[config.mk]
export PLATFORM = sky130hd
export DESIGN_NAME = rasn_divu
export DESIGN_NICKNAME = d
export VERILOG_FILES = /design/src/rtl/core/rasn_pkg.sv /design/src/rtl/core/rasn_divu.sv
export SDC_FILE = /design/constraint.sdc
export NUM_CORES = 1
export LEC_CHECK = 0
export BUFFER_PORTS_ARGS = -buffer_cell sky130_fd_sc_hd__buf_4
export CORE_UTILIZATION = 57
export CTS_BUF_LIST = sky130_fd_sc_hd__clkbuf_4
export DETAILED_ROUTE_END_ITERATION = 8
export PLACE_DENSITY = 0.83
export SETUP_SLACK_MARGIN = 0.02
export SLEW_MARGIN = 20
export SYNTH_ARGS = -nofsm -noshare
export SYNTH_HDL_FRONTEND = slang
export SYNTH_SLANG_ARGS = --single-unit
[constraint.sdc]
create_clock -name clock -period 3.8 [get_ports clock]
set_input_delay 0.95 -clock clock [delete_from_list [all_inputs] [get_ports clock]]
set_output_delay 0.95 -clock clock [all_outputs]
set_load 0.01 [all_outputs]
[src/rtl/core/rasn_pkg.sv]
// Package for the rational add/sub/normalize block: opcodes, widths, constants.
// Used by rasn_divu and rational_add_sub_normalize.
package rasn_pkg;
   localparam int OperandWidthDefault = 32;
   localparam int MagW = 64;

   localparam logic [1:0] OP_NORM = 2'd0;
   localparam logic [1:0] OP_ADD  = 2'd1;
   localparam logic [1:0] OP_SUB  = 2'd2;
   localparam logic [1:0] OP_EQ   = 2'd3;

   typedef logic [MagW-1:0] mag_type;

   localparam mag_type MAX63 = {1'b0, {(MagW-1){1'b1}}};
endpackage

[src/rtl/core/rasn_divu.sv]
// Restoring unsigned divider, one quotient bit per cycle.
// Uses rasn_pkg for the magnitude type.
module rasn_divu
   import rasn_pkg::*;
(
   input  logic    clock,
   input  logic    reset,
   input  logic    start,
   input  mag_type dividend,
   input  mag_type divisor,
   output logic    done,
   output mag_type quot,
   output mag_type rem
);
   mag_type q_ff, q_in, r_ff, r_in, d_ff, d_in;
   logic [6:0] cnt_ff, cnt_in;
   logic busy_ff, busy_in, done_ff, done_in;
   logic [MagW:0] sh;
   logic [MagW:0] diff;

   always_comb begin
      q_in = q_ff;
      r_in = r_ff;
      d_in = d_ff;
      cnt_in = cnt_ff;
      busy_in = busy_ff;
      done_in = 1'b0;
      sh = {r_ff, q_ff[MagW-1]};
      diff = sh - {1'b0, d_ff};
      if (start) begin
         q_in = dividend;
         r_in = '0;
         d_in = divisor;
         cnt_in = '0;
         busy_in = 1'b1;
      end else if (busy_ff) begin
         if (!diff[MagW]) begin
            r_in = diff[MagW-1:0];
            q_in = {q_ff[MagW-2:0], 1'b1};
         end else begin
            r_in = sh[MagW-1:0];
            q_in = {q_ff[MagW-2:0], 1'b0};
         end
         cnt_in = cnt_ff + 7'd1;
         if (cnt_ff == 7'(MagW - 1)) begin
            busy_in = 1'b0;
            done_in = 1'b1;
         end
      end
   end

   always_ff @(posedge clock) begin
      if (reset) begin
         busy_ff <= 1'b0;
         done_ff <= 1'b0;
         cnt_ff <= '0;
      end else begin
         busy_ff <= busy_in;
         done_ff <= done_in;
         cnt_ff <= cnt_in;
      end
      q_ff <= q_in;
      r_ff <= r_in;
      d_ff <= d_in;
   end

   assign done = done_ff;
   assign quot = q_ff;
   assign rem = r_ff;
endmodule

==> run metrics <==
outcome finished clean; fin cells 1834; internal cell power 0.00436 W; Startpoint Class flop; post-synthesis cell count 1239; switching share of power 0.329; Slew @ Worst Pin 0.753 ns; Vias 10731; period utilization 0.944; Routed Antenna Nets 0; vias in the first global route 10545; # H-tree levels 2; Post-synth EDFFs 128; IO Port Bufs 259; die area 21500 um2; clock slew at reported path FFs 0.07 ns; clk_lat worst skew 0.70 ns; Max clock buf depth 3; fill cell count 1485; initial antenna violation count 1; arrival time worst endpoint 4.18 ns; CP Capture Type flop; Reg-to-Reg Start quot[63]; Reg power frac 0.412; Initial Util 0.585; Max-cap violations 0; drt drc 0; dpl cells 1724; Ys Warns 0; sequential area share after synthesis 0.446; initial detailed-routing violation count 707; Synth Register Bits 201; CP Class reg2reg; WHS 0.427 ns; worst flop-to-flop path endpoint rem[52]; placed wire-length estimate 23400 um; area delta synth->final 25.6%; Clk pwr share 0.303; Hold EP d_ff[1]; Hold Path Depth 1; die height 147 um; Fmax 279 MHz; syn nets 1436; largest net degree at the start of global routing 132; Finish-stage setup viols 0; io pins 260; distinct cell type count after synthesis 73; GRT overflow 0; Slew Limit Headroom 0.497; post-synth top area share 0.323; All-Layer GR Usage 0.300; RSZ-0062 raised after global routing false; core region area 20400 um2; share of layout cells above drive strength 1 0.293; # clock sinks 201; CTS tree done; Pwr Density 435 nW/um2; detail-routed via count per cell 5.85; startpoint of the worst hold path divisor[1]; multi-input logic area 6060 um2; die width 147 um; Reg2Reg Depth 13; Net Sw Power 0.00214 W; DR WL/cell 17.9 um; Layout Skew 0.0360 ns; final max-slew violation count 0; area leader, netlist edfxtp_1; flop2flop setup slack 0.21 ns; root buf cell clkbuf_4; Post-synth ARST share 0; Worst Path Required 4.40 ns; Fin Setup TNS 0 ns; Worst Hold Class in2reg; wirelength, routed 32900 um; 1st-pass router iterations 7; # rows 52; Worst VDD drop 0.332 mV; Crit Path Max Fanout 6; P_leak 6.55 nW; final hold vios 0; GP Congestion 0.928; Avg Synthesized Cell Area 9.61 um2; Comb pwr share 0.285; global-route wire length before repair 52000 um; Area contributors post-synth edfxtp_1 (32%), dfxtp_1 (12%), ha_1 (6.8%); FF/Latch Area 5310 um2; fin crit period 3.59 ns; Syn Std Cell Area 11900 um2; dominant synthesized flop cell edfxtp_1; total CTS buffers 55; NumNets Final 1714
[metal layers]
metal  wire length, um  global-route usage  up-vias
met4              1070               0.122        0
met1             13100               0.363     5026
li1                  -                   -     5122
met3              3000              0.0775       86
met2             15700               0.506      497
met5                 0                   0        -
[repair_timing]
action | CTS | global route
hold buffers | 0 | 0
endpoints found under the setup margin | 0 | 59
buffers inserted | 0 | 5
gates resized for setup | 0 | 15
[critical path, cell delays in order, from the launching register on]
cell and delay [ns]:
edfxtp_1 0.36, inv_1 0.05, ha_1 0.21, fa_1 0.39
nand2b_1 0.18, a21o_1 0.21, a31o_4 0.26, o31ai_4 0.24
a211oi_4 0.12, nor4_4 0.38, or2_4 0.23, xnor2_4 0.10
or4_1 0.55, a211oi_2 0.19
[sequential cells by signal, indices dropped and copies added, names as in the netlist]
signal,flops
cnt_ff,7
rem,64
d_ff,64
done,1
busy_ff,1
quot,64
[stage by stage]
step	worst slack (ns)	cell area [um2]	total power, W	utilization
floorplan	0.238	11900	0.00384	-
global placement	0.247	14100	0.00445	0.693
detailed placement	0.0964	14100	0.00450	0.693
CTS	0.0540	14800	0.00647	0.728
global route	0.0155	15000	0.00684	0.734
finish	0.213	15000	0.00650	0.734
[cell usage after synthesis (5+ instances only)]
master	instances
o31ai_1	5
xor2_1	26
edfxtp_1	128
a21oi_1	90
o21bai_1	20
and4_1	7
nand2b_1	9
dfxtp_1	73
o21ai_0	57
buf_2	12
a21o_1	26
a311oi_1	41
ha_1	65
nor2b_1	5
clkbuf_1	49
nand2_1	163
inv_1	88
mux2i_1	11
a31oi_1	11
nand4_1	22
and2_1	7
nor3_1	12
nor3b_1	7
a211oi_1	6
mux2_2	63
nand3_1	25
and3_1	8
o211ai_1	5
xnor2_1	35
nor2_1	88
[cells by family (layout without fill, tap and decap cells)]
family                     Yosys count  count (layout)  share of synthesized area
muxes                               74              74                     0.0688
DFF                                201             201                      0.446
and+or+nand+nor                    375             375                      0.146
xor gates and xnor gates            61              61                     0.0449
other                                0               1                          0
buffers and inverters              153             477                     0.0505
AOI/OAI and AO/OA                  309             309                      0.174
adders and majority gates           66              66                     0.0700
[area by class of cell]
type	instances	area share
multi-input combinational	885	0.405
sequential	201	0.355
timing repair buffer	286	0.148
clock buffer	82	0.0412
tap	270	0.0226
inverter	88	0.0221
clock inverter	21	0.00611
antenna	1	0.000167
[power groups by stage]
stage / sequential, W / combinational [W] / clock (W)
6_report: 0.00268 / 0.00185 / 0.00197
5_1_grt: 0.00270 / 0.00201 / 0.00212
4_1_cts: 0.00268 / 0.00178 / 0.00201
3_5_place_dp: 0.00272 / 0.00177 / 0
3_3_place_gp: 0.00272 / 0.00173 / 0
2_1_floorplan: 0.00275 / 0.00109 / 0
[placed cells by master, fill, tap and decap left out, types with 8 or more instances in the layout]
cell type / synthesis / final
a311oi_1: 41 / 40
dfxtp_1: 73 / 72
inv_1: 88 / 87
nand4_1: 22 / 22
mux2i_1: 11 / 11
a21o_1: 26 / 26
nand3_1: 25 / 25
o21ai_0: 57 / 55
nor2_1: 88 / 87
nor3_1: 12 / 12
clkinv_1: 0 / 16
mux2_2: 63 / 63
edfxtp_1: 128 / 128
buf_4: 1 / 279
clkbuf_4: 0 / 82
and3_1: 8 / 8
a31oi_1: 11 / 11
xnor2_1: 35 / 33
xor2_1: 26 / 26
o21bai_1: 20 / 20
a21oi_1: 90 / 90
nand2_1: 163 / 162
ha_1: 65 / 65
nand2b_1: 9 / 9
[worst max path at each step]
| stage | cells past startpoint | to | start | slack [ns] |
|---|---|---|---|---|
| floorplan | 15 | rem[60] | quot[63] | 0.24 |
| global placement | 14 | rem[62] | quot[63] | 0.25 |
| detailed placement | 14 | rem[19] | quot[63] | 0.1 |
| CTS | 14 | rem[43] | quot[63] | 0.05 |
| global route | 13 | rem[52] | quot[63] | 0.02 |
| finish | 13 | rem[52] | quot[63] | 0.21 |
No activity file was read; power rests on OpenSTA's default activity.
